[config.mk]
export PLATFORM = sky130hd
export DESIGN_NAME = hex_record_flash_loader_core
export DESIGN_NICKNAME = d
export VERILOG_FILES = /design/src/hdl/hrfl_pkg.sv /design/src/hdl/hrfl_parser.sv /design/src/hdl/hrfl_result_buf.sv /design/src/hdl/hex_record_flash_loader_core.sv
export SDC_FILE = /design/constraint.sdc
export NUM_CORES = 1
export LEC_CHECK = 0
export BUFFER_PORTS_ARGS = -buffer_cell sky130_fd_sc_hd__buf_2
export CORE_MARGIN = 8
export CORE_UTILIZATION = 23
export DETAILED_ROUTE_END_ITERATION = 10
export PLACE_DENSITY = 0.41
export SYNTH_ARGS = -nofsm -noshare
export SYNTH_HDL_FRONTEND = slang
export SYNTH_SLANG_ARGS = --single-unit
[constraint.sdc]
create_clock -name clk -period 4.18 [get_ports clk]
set_input_delay 0.836 -clock clk [delete_from_list [all_inputs] [get_ports clk]]
set_output_delay 0.836 -clock clk [all_outputs]
set_load 0.02 [all_outputs]
[src/hdl/hrfl_pkg.sv]
// shared types, codes and constants of the hex record flash loader
`timescale 1ns / 1ps
`default_nettype none

package hrfl_pkg;

  // result action codes
  localparam logic [1:0] ACT_WRITE = 2'd0;
  localparam logic [1:0] ACT_ERASE = 2'd1;
  localparam logic [1:0] ACT_ACK   = 2'd2;
  localparam logic [1:0] ACT_DONE  = 2'd3;

  // configuration register indexes
  localparam logic [1:0] REG_START      = 2'd0;
  localparam logic [1:0] REG_LINE_BREAK = 2'd1;
  localparam logic [1:0] REG_END        = 2'd2;

  // configuration reset values
  localparam logic [7:0] START_CHAR_RST      = 8'd64;
  localparam logic [7:0] LINE_BREAK_CHAR_RST = 8'd10;
  localparam logic [7:0] END_CHAR_RST        = 8'd35;

  // character decoding
  localparam logic [7:0] DIGIT_ZERO   = 8'd48;
  localparam logic [7:0] DIGIT_NINE   = 8'd57;
  localparam logic [7:0] ALPHA_OFFSET = 8'd55;

  // record kinds that carry meaning
  localparam logic [3:0] KIND_DATA    = 4'd0;
  localparam logic [3:0] KIND_EXT_LIN = 4'd4;

  localparam logic [31:0] UPPER_MASK = 32'hFFFF0000;
  localparam logic [15:0] PAD_HIGH   = 16'hFF00;

  localparam int LINE_LIMIT_DEF = 512;
  localparam int TDATA_W        = 56;

  typedef struct packed {
    logic [7:0] start_char;
    logic [7:0] line_break_char;
    logic [7:0] end_char;
  } cfg_t;

  typedef struct packed {
    logic [1:0]  action;
    logic [31:0] flash_address;
    logic [15:0] halfword;
    logic        last;
  } result_t;

  // results caused by one character
  typedef struct packed {
    logic [1:0] count;
    result_t    first;
    result_t    second;
  } result_pair_t;

  function automatic logic [3:0] digit_of(input logic [7:0] c);
    logic [7:0] v;
    if (c inside {[DIGIT_ZERO:DIGIT_NINE]}) begin
      v = c - DIGIT_ZERO;
    end else begin
      v = c - ALPHA_OFFSET;
    end
    return v[3:0];
  endfunction

endpackage

`default_nettype wire

[src/hdl/hrfl_parser.sv]
// record line state and per-character decode
`timescale 1ns / 1ps
`default_nettype none

module hrfl_parser #(
  parameter int LINE_LIMIT = hrfl_pkg::LINE_LIMIT_DEF
) (
  input  wire logic                  clk,
  input  wire logic                  rst,
  input  wire logic                  fire,
  input  wire logic [7:0]            rx_char,
  input  wire hrfl_pkg::cfg_t        cfg,
  output hrfl_pkg::result_pair_t     res
);
  import hrfl_pkg::*;

  localparam int POS_W = $clog2(LINE_LIMIT + 1);
  localparam int GRP_W = POS_W - 2;
  localparam int CMP_W = (GRP_W > 7) ? GRP_W : 7;

  logic [POS_W-1:0] line_position, line_position_next;
  logic [7:0]       byte_count, byte_count_next;
  logic [3:0]       record_kind, record_kind_next;
  logic [15:0]      upper_address, upper_address_next;
  logic [15:0]      lower_address, lower_address_next;
  logic [11:0]      digit_accumulator, digit_accumulator_next;
  logic [6:0]       halfword_index, halfword_index_next;
  logic             finished, finished_next;

  logic [3:0]       d;
  logic [POS_W-1:0] rel;
  logic [CMP_W-1:0] grp, pairs;
  logic [1:0]       off;
  logic             take;
  logic [15:0]      v;
  logic [31:0]      wr_addr;
  result_t          r_ack, r_write;

  always_comb begin
    d       = digit_of(rx_char);
    rel     = line_position - POS_W'(9);
    grp     = CMP_W'(rel[POS_W-1:2]);
    off     = rel[1:0];
    pairs   = CMP_W'(byte_count[7:1]);
    v       = {digit_accumulator, d};
    wr_addr = (({16'd0, upper_address} << 16) & UPPER_MASK)
              + {16'd0, lower_address} + {24'd0, halfword_index, 1'b0};
    take    = 1'b0;
    if (record_kind == KIND_DATA) begin
      take = (grp < pairs) || ((grp == pairs) && byte_count[0] && (off < 2'd2));
    end else if (record_kind == KIND_EXT_LIN) begin
      take = line_position <= POS_W'(12);
    end
  end

  always_comb begin
    r_ack  = '{action: ACT_ACK, flash_address: 32'd0, halfword: 16'd0, last: 1'b1};
    r_write = '{action: ACT_WRITE, flash_address: wr_addr, halfword: 16'd0, last: 1'b1};

    line_position_next     = line_position;
    byte_count_next        = byte_count;
    record_kind_next       = record_kind;
    upper_address_next     = upper_address;
    lower_address_next     = lower_address;
    digit_accumulator_next = digit_accumulator;
    halfword_index_next    = halfword_index;
    finished_next          = finished;
    res                    = '0;

    if (finished) begin
      // download over, everything is dropped
    end else if (rx_char == cfg.start_char || rx_char == cfg.line_break_char) begin
      if (rx_char == cfg.start_char) begin
        res.count = 2'd2;
        res.first = '{action: ACT_ERASE, flash_address: 32'd0, halfword: 16'd0,
                      last: 1'b0};
        res.second = r_ack;
      end else if (line_position >= POS_W'(9) && record_kind == KIND_DATA
                   && byte_count[0]) begin
        // odd trailing byte padded high
        res.count = 2'd2;
        res.first = r_write;
        res.first.halfword = PAD_HIGH | {8'd0, digit_accumulator[7:0]};
        res.first.last = 1'b0;
        res.second = r_ack;
      end else begin
        res.count = 2'd1;
        res.first = r_ack;
      end
      line_position_next     = '0;
      byte_count_next        = '0;
      record_kind_next       = '0;
      digit_accumulator_next = '0;
      halfword_index_next    = '0;
    end else if (rx_char == cfg.end_char) begin
      finished_next = 1'b1;
      res.count = 2'd1;
      res.first = '{action: ACT_DONE, flash_address: 32'd0, halfword: 16'd0, last: 1'b1};
    end else if (line_position < POS_W'(LINE_LIMIT)) begin
      line_position_next = line_position + POS_W'(1);
      if (line_position == POS_W'(1) || line_position == POS_W'(3)) begin
        digit_accumulator_next = {8'd0, d};
      end else if (line_position == POS_W'(2)) begin
        byte_count_next        = {digit_accumulator[3:0], d};
        digit_accumulator_next = '0;
      end else if (line_position == POS_W'(4) || line_position == POS_W'(5)) begin
        digit_accumulator_next = {digit_accumulator[7:0], d};
      end else if (line_position == POS_W'(6)) begin
        lower_address_next     = v;
        digit_accumulator_next = '0;
      end else if (line_position == POS_W'(8)) begin
        record_kind_next = d;
      end else if (line_position >= POS_W'(9) && take) begin
        if (off == 2'd0) begin
          digit_accumulator_next = {8'd0, d};
        end else if (off != 2'd3) begin
          digit_accumulator_next = {digit_accumulator[7:0], d};
        end else begin
          digit_accumulator_next = '0;
          if (record_kind == KIND_EXT_LIN) begin
            upper_address_next = v;
          end else begin
            // record byte order puts the first byte low
            res.count = 2'd1;
            res.first = r_write;
            res.first.halfword = {v[7:0], v[15:8]};
            halfword_index_next = halfword_index + 7'd1;
          end
        end
      end
    end
  end

  always_ff @(posedge clk) begin
    if (rst) begin
      line_position     <= '0;
      byte_count        <= '0;
      record_kind       <= '0;
      upper_address     <= '0;
      lower_address     <= '0;
      digit_accumulator <= '0;
      halfword_index    <= '0;
      finished          <= 1'b0;
    end else if (fire) begin
      line_position     <= line_position_next;
      byte_count        <= byte_count_next;
      record_kind       <= record_kind_next;
      upper_address     <= upper_address_next;
      lower_address     <= lower_address_next;
      digit_accumulator <= digit_accumulator_next;
      halfword_index    <= halfword_index_next;
      finished          <= finished_next;
    end
  end

endmodule

`default_nettype wire

[src/hdl/hrfl_result_buf.sv]
// two-slot result register feeding the output stream
`timescale 1ns / 1ps
`default_nettype none

module hrfl_result_buf (
  input  wire logic                   clk,
  input  wire logic                   rst,
  input  wire logic                   push,
  input  wire hrfl_pkg::result_pair_t pair,
  input  wire logic                   out_ready,
  output logic                        out_valid,
  output hrfl_pkg::result_t           out_res,
  output logic                        room
);
  import hrfl_pkg::*;

  logic [1:0] cnt;
  result_t    slot0, slot1;
  logic       pop;

  assign out_valid = cnt != 2'd0;
  assign out_res   = slot0;
  assign pop       = out_valid && out_ready;
  // empty, or its only entry leaves this cycle
  assign room      = (cnt == 2'd0) || (cnt == 2'd1 && out_ready);

  always_ff @(posedge clk) begin
    if (rst) begin
      cnt <= 2'd0;
    end else if (push) begin
      cnt <= pair.count;
    end else if (pop) begin
      cnt <= cnt - 2'd1;
    end
  end

  always_ff @(posedge clk) begin
    if (push) begin
      slot0 <= pair.first;
      slot1 <= pair.second;
    end else if (pop) begin
      slot0 <= slot1;
    end
  end

endmodule

`default_nettype wire

[src/hdl/hex_record_flash_loader_core.sv]
// top level of the hex record flash loader
//
//  port group | dir | payload                                   | marker
//  s_*        | in  | s_tdata[7:0] rx_char                      | -
//  m_*        | out | action, flash_address, halfword (tdata)   | tlast = last
//  cfg_*      | in  | cfg_index selects register, cfg_data      | cfg_we
//
// a character moves into an input register, then is decoded combinationally against
// the line state and its results land in a two-slot result register
// one character per cycle is taken while the output keeps up; a character with two
// results (start, or a line break with a padded write) holds the output for two
// transfers and holds back the next character until the first result has left
// reset (rst, synchronous) clears line state, addresses, the finished flag, empties
// the input and result registers and restores the configuration reset values
// output stall backs up into the input register, then s_tready drops
`timescale 1ns / 1ps
`default_nettype none

module hex_record_flash_loader_core #(
  parameter int LINE_LIMIT = hrfl_pkg::LINE_LIMIT_DEF
) (
  input  wire logic                         clk,
  input  wire logic                         rst,
  // stream in
  input  wire logic                         s_tvalid,
  output logic                              s_tready,
  input  wire logic [7:0]                   s_tdata,   // [7:0] rx_char
  // stream out
  output logic                              m_tvalid,
  input  wire logic                         m_tready,
  output logic [hrfl_pkg::TDATA_W-1:0]      m_tdata,   // [1:0] action, [33:2] flash_address,
                                                       // [49:34] halfword, rest zero
  output logic                              m_tlast,
  // configuration writes
  input  wire logic                         cfg_we,
  input  wire logic [1:0]                   cfg_index,
  input  wire logic [7:0]                   cfg_data
);
  import hrfl_pkg::*;

  cfg_t         cfg;
  logic         in_valid;
  logic [7:0]   in_char;
  logic         fire;
  logic         room;
  result_pair_t pair;
  result_t      out_res;

  // configuration registers; the user writes them only while idle, the block does not enforce it
  always_ff @(posedge clk) begin
    if (rst) begin
      cfg.start_char      <= START_CHAR_RST;
      cfg.line_break_char <= LINE_BREAK_CHAR_RST;
      cfg.end_char        <= END_CHAR_RST;
    end else if (cfg_we) begin
      case (cfg_index)
        REG_START:      cfg.start_char      <= cfg_data;
        REG_LINE_BREAK: cfg.line_break_char <= cfg_data;
        REG_END:        cfg.end_char        <= cfg_data;
        default: ;
      endcase
    end
  end

  // decode fires once the result register can take both possible results
  assign fire     = in_valid && room;
  assign s_tready = !in_valid || fire;

  // input register
  always_ff @(posedge clk) begin
    if (rst) begin
      in_valid <= 1'b0;
    end else if (s_tvalid && s_tready) begin
      in_valid <= 1'b1;
    end else if (fire) begin
      in_valid <= 1'b0;
    end
  end

  always_ff @(posedge clk) begin
    if (s_tvalid && s_tready) begin
      in_char <= s_tdata;
    end
  end

  hrfl_parser #(
    .LINE_LIMIT(LINE_LIMIT)
  ) u_parser (
    .clk     (clk),
    .rst     (rst),
    .fire    (fire),
    .rx_char (in_char),
    .cfg     (cfg),
    .res     (pair)
  );

  hrfl_result_buf u_result_buf (
    .clk       (clk),
    .rst       (rst),
    .push      (fire),
    .pair      (pair),
    .out_ready (m_tready),
    .out_valid (m_tvalid),
    .out_res   (out_res),
    .room      (room)
  );

  // pack result fields from bit 0 up
  assign m_tdata = {6'd0, out_res.halfword, out_res.flash_address, out_res.action};
  assign m_tlast = out_res.last;

  // a decoded character with results shows one on the next cycle
  a_push_shows: assert property (@(posedge clk) disable iff (rst)
    fire && pair.count != 2'd0 |=> m_tvalid)
    else $error("decoded results not presented");

  // erase is always followed by an acknowledge from the same character
  a_erase_not_last: assert property (@(posedge clk) disable iff (rst)
    m_tvalid && m_tdata[1:0] == ACT_ERASE |-> !m_tlast)
    else $error("erase marked last");

  // only writes carry an address or a halfword
  a_addr_zero: assert property (@(posedge clk) disable iff (rst)
    m_tvalid && m_tdata[1:0] != ACT_WRITE |-> m_tdata[49:2] == 48'd0)
    else $error("non-write result carries address or data");

  // the result register never decodes into a slot still waiting
  a_room: assert property (@(posedge clk) disable iff (rst)
    fire && m_tvalid |-> m_tready)
    else $error("decode over a pending result");

endmodule

`default_nettype wire

Word-level counts from Yosys, hierarchy flattened. Cells that the tools add are included.

Bits in read-only memories: 0. Input bits: 23. Bits in registers: 211. Memories kept: 0. Memory bits (writable): 0. Latch bits: 0. Output and inout port bits: 59.

Add/subtract/negate cells: 8. Equality and inequality tests: 26. Order comparisons: 7. Shift operators: 0. Muxes and demuxes: 68. Divide/modulo/power cells: 0. Bitwise logic cells: 10. Reductions and logical operators: 41. Multipliers: 0.

Operators by type and width (number): 53-bit two-way mux (12); 104-bit two-way mux (2); 51-bit two-way mux (4); 12-bit two-way mux (11); 7-bit two-way mux (12); 52-bit two-way mux (1); 8-bit two-way mux (5); 4-bit two-way mux (9); 32-bit by 16-bit adder with 32-bit output (1); 32-bit by 8-bit adder with 32-bit output (1); 10-bit by 3-bit equality test with 1-bit output (second input constant) (3); 10-bit two-way mux (3); 8-bit equality test (3); 10-bit by 2-bit equality test with 1-bit output (second input constant) (2); 9-bit AND reduction (2); 2-bit by 1-bit != test with 1-bit output (second input constant) (8); 14-bit AND reduction (1); 2-bit nonzero test (7); 13-bit AND reduction (1); 6-bit AND reduction (2); 10-bit by 1-bit adder with 10-bit output (second input constant) (1); 10-bit by 1-bit equality test with 1-bit output (second input constant) (1); 10-bit by 4-bit equality test with 1-bit output (second input constant) (1); 10-bit by 4-bit greater-or-equal comparator with 1-bit output (second input constant) (1); 30 further kinds (66).

Depth between registers and ports, before layout.
Depth after elaboration: 18. Mapped depth: 16. Depth with buffers taken out: 13.

By module. A second synthesis with hierarchy kept.

Cell total of the unflattened synthesis: 1038. Area total of the unflattened synthesis: 11262.1 µm².

By module, submodules not included: hrfl_parser (instances 1, area an instance 5880.6 µm², cells an instance 741); hrfl_result_buf (instances 1, area an instance 4036.4 µm², cells an instance 178); hex_record_flash_loader_core (instances 1, area an instance 1345.0 µm², cells an instance 119).

Least setup slack after synthesis. OpenSTA, ideal clock, no wires.

Kind: register -> register. Start point: reg u_parser.line_position[0]. End point: reg u_parser.halfword_index[6]. Cell stages (with the launch flop): 17. Path slack: 0.568 ns. Data arrival time: 3.492 ns. Cells stage by stage: dfxtp_1 -> clkbuf_1 -> inv_1 -> ha_1 -> buf_2 -> nor2b_1 -> nor2b_1 -> nor3_1 -> xor2_1 -> ha_1 -> nand4_1 -> o32ai_1 -> a31oi_1 -> or3_1 -> buf_2 -> nor3_2 -> mux2_2.

Longest elaborated chain between the ends: 9.

RTL lines: start: declaration (RTL line hrfl_parser.sv:21) `logic [POS_W-1:0] line_position, line_position_next;`; start signal: assignment (RTL line hrfl_parser.sv:145) `line_position <= line_position_next;`; parallel branches: the longest is 8 deep, another holds 10-bit by 4-bit subtractor with 10-bit output; 13-bit AND reduction (no line) *; end signal: assignment (RTL line hrfl_parser.sv:151) `halfword_index <= halfword_index_next;`; end: declaration (RTL line hrfl_parser.sv:27) `logic [6:0] halfword_index, halfword_index_next;`.

Every way passes the cells marked *. A chain may end at the register's enable or synchronous reset.

Worst setup path in the final report.
Start point: reg u_parser.line_position[1]. End point: reg u_result_buf.slot0 (netlist bit u_result_buf.out_res[4]) (data pin).

Longest elaborated chain between the ends: 18.

RTL lines: parallel branches: the longest is 15 deep, another holds 10-bit by 4-bit subtractor with 10-bit output; 53-bit two-way mux * (RTL line hrfl_parser.sv:72) `end else if (rx_char == cfg.start_char || rx_char == cfg.line_break_char) begin`; 104-bit two-way mux * (RTL line hrfl_parser.sv:70) `if (finished) begin`; 51-bit two-way mux * (RTL line hrfl_result_buf.sv:38) `if (push) begin`; end signal: assignment (RTL line hrfl_result_buf.sv:39) `slot0 <= pair.first;`; end signal: assignment (RTL line hrfl_result_buf.sv:42) `slot0 <= slot1;`; end: declaration (RTL line hrfl_result_buf.sv:18) `result_t slot0, slot1;`.

Marks and branches as above.

==> results.sh <==
export IMPL_cts_tree="built"
export IMPL_holdBufCountCts=0
export IMPL_antenna_found_initial=0
export IMPL_cts_root_buffer="clkbuf_16"
export IMPL_grt_max_degree=47
export IMPL_whs_ns=0.466
export IMPL_synthArstFlopShare=0
export IMPL_synth_top_area_frac=0.244
export IMPL_synth_edff_count=60
export IMPL_crit_type="reg2reg"
export IMPL_cpPeakStageDelay_ns=0.70
export IMPL_peakVddDrop_uv=295
export IMPL_slew_limit_headroom=0.214
export IMPL_pre_cts_ws_ns=0.223
export IMPL_final_net_count=942
export IMPL_place_hpwl_um=17100
export IMPL_ant_nets=0
export IMPL_synth_avg_cell_area_um2=9.95
export IMPL_slew_violations=0
export IMPL_fin_crit_ns=3.87
export IMPL_final_seq_area_um2=3820
export IMPL_diodes=0
export IMPL_cts_buffers=17
export IMPL_wirelength_um=23100
export IMPL_syn_inst=833
export IMPL_port_buffers=75
export IMPL_firstDrtPassIters=5
export IMPL_yosys_top_cells_count="dfxtp_1, nor2_1, edfxtp_1, nand2_1, mux2i_1"
export IMPL_dieArea_um2=42400
export IMPL_drc_errors=0
export IMPL_clock_latency_ns=0.44
export IMPL_cp_end_kind="flop"
export IMPL_syn_area_um2=8290
export IMPL_fin_skew_ns=0.0123
export IMPL_num_io_pins=82
export IMPL_multi_input_area_um2=4130
export IMPL_drt_iter0_markers=283
export IMPL_fmax_mhz=258
export IMPL_die_h_um=206
export IMPL_die_w_um=206
export IMPL_synth_most_common_cell="dfxtp_1"
export IMPL_grt_ovfl_total=0
export IMPL_synth_area_leaders="dfxtp_1, edfxtp_1, mux2i_1"
export IMPL_ys_seq_area_frac=0.461
export IMPL_grt_pass1_wl_um=36400
export IMPL_hold_class="reg2reg"
export IMPL_arrival_ns=4.19
export IMPL_cp_start_kind="flop"
export IMPL_drt_vias_per_instance=4.62
export IMPL_synth_flop_cell="dfxtp_1"
export IMPL_p_leak_nw=3.52
export IMPL_clock_path_buffers=2
export IMPL_avgRoutedWirePerCell_um=16.9
export IMPL_tns_ns=0
export IMPL_final_util=0.274
export IMPL_synth_warnings=0
export IMPL_rows=69
export IMPL_grt_util_all_layers=0.110
export IMPL_cts_htree_levels=4
export IMPL_fin_area_um2=9760
export IMPL_tightest_slew_ns=1.17
export IMPL_period_share=0.927
export IMPL_clkTransAtPathRegs_ns=0.08
export IMPL_maxCapViolCount=0
export IMPL_fin_ws_ns=0.305
export IMPL_p_per_area_nw_per_um2=405
export IMPL_fillers=3817
export IMPL_finalSetupViolCount=0
export IMPL_core_area_um2=35600
export IMPL_yosysTopAreaCell="dfxtp_1"
export IMPL_cts_sinks=161
export IMPL_hold_violations=0
export IMPL_ys_ff_latch=161
export IMPL_drive_gt1_frac=0.173
export IMPL_start_util=0.233
export IMPL_areaGrowthSynthToFinish_pct=17.7
export IMPL_grt_pass1_vias=6333
export IMPL_cp_cell_sequence="inv_1 -> ha_1 -> nor2b_1 -> nor2b_1 -> nor3_1 -> xor2_1 -> ha_1 -> nand4_1 -> o32ai_1 -> a31oi_1 -> o21a_1 -> nor4_4 -> a22o_1"
export IMPL_status="finished, final reports clean"
export IMPL_crit_slowest_cell="nor4_4"
export IMPL_worstPathRequired_ns=4.49
export IMPL_gp_congestion=0.754
export IMPL_rsz0062_at_grt="false"
export IMPL_vias=6311
export IMPL_synth_cell_types=74
export IMPL_cp_max_fo=16
export IMPL_placed_area_um2=9140
==> what timing repair did <==
| item | 4_1_cts | 5_1_grt |
|---|---|---|
| hold endpoints to repair | 0 | 0 |
| resized for setup | 0 | 1 |
| endpoints found under the setup margin | 0 | 1 |
| buffers inserted | 0 | 0 |
==> registers in the layout, indices dropped and copies added, names as in the netlist <==
register                    cells
u_result_buf.out_res           51
u_parser.halfword_index         7
u_parser.line_position         10
u_parser.digit_accumulator     12
u_parser.upper_address         16
u_parser.finished               1
u_parser.lower_address         16
u_parser.byte_count             8
cfg                            24
u_result_buf.slot1              1
u_result_buf.cnt                2
in_valid                        1
u_parser.record_kind            4
in_char                         8
==> critical path, delay by kind of cell, from the launching register on <==
family	cells	cell delay, ns
AO/OA/AOI/OAI	4	1.08
XOR/XNOR	1	0.16
AND/OR/NAND/NOR	5	1.36
adder cells (fa/ha/maj)	2	0.51
buffers and inverters	1	0.13
flip-flops	1	0.50
==> metal layers <==
layer  global-route usage  wire, um  vias up
met5                    0         0        -
met4               0.0314       284        0
met3               0.0260       929       17
met2                0.184     11000      103
met1                0.138     10900     3028
li1                     -         -     3163
==> kinds of logic after synthesis <==
group	share of synthesized area
flip-flops	0.461
adder cells (fa/ha/maj)	0.0416
multiplexers	0.0682
AO/OA/AOI/OAI	0.135
AND/OR/NAND/NOR	0.190
XOR/XNOR	0.0592
buffers and inverters	0.0441
other	0.000452
==> cells in the final DEF, fill, tap and decap left out, types with 17 or more instances in the layout <==
cell,instances
o21ai_0,24
ha_1,26
buf_4,20
xnor2_1,44
a21oi_1,25
nand2_1,53
inv_1,17
buf_2,75
mux2i_1,52
clkbuf_16,17
nand3_1,37
dfxtp_1,101
edfxtp_1,60
nor3_1,19
nor2_1,91
==> path summary, 6_finish.rpt <==
path / start / end / slack [ns] / cells past startpoint
max reg2reg: u_parser.line_position[1] / u_result_buf.out_res[4] / 0.31 / 13
max: u_parser.line_position[1] / u_result_buf.out_res[4] / 0.31 / 13
min reg2reg: u_parser.byte_count[3] / u_parser.byte_count[3] / 0.47 / 2
min: u_parser.byte_count[3] / u_parser.byte_count[3] / 0.47 / 2
==> where the power goes <==
part	total (W)	leakage [nW]	switching (W)	internal [W]
registers	0.00180	1.41	0.0000487	0.00175
logic	0.000499	1.81	0.000344	0.000155
clock network	0.00166	0.297	0.000747	0.000912
total	0.00395	3.52	0.00114	0.00281
==> metrics by stage <==
step / std cells / total power (W)
2_1_floorplan: 838 / 0.00216
3_3_place_gp: 1334 / 0.00235
3_5_place_dp: 1334 / 0.00235
5_1_grt: 1366 / 0.00412
6_report: 1366 / 0.00395
4_1_cts: 1366 / 0.00402
==> final cells by class <==
class	count	share of cell area
clock buffer	17	0.0436
clock inverter	15	0.0199
inverter	18	0.00692
multi-input combinational	598	0.423
sequential	161	0.392
tap	461	0.0591
timing repair buffer	96	0.0559
(Power assumes the default switching activity.)
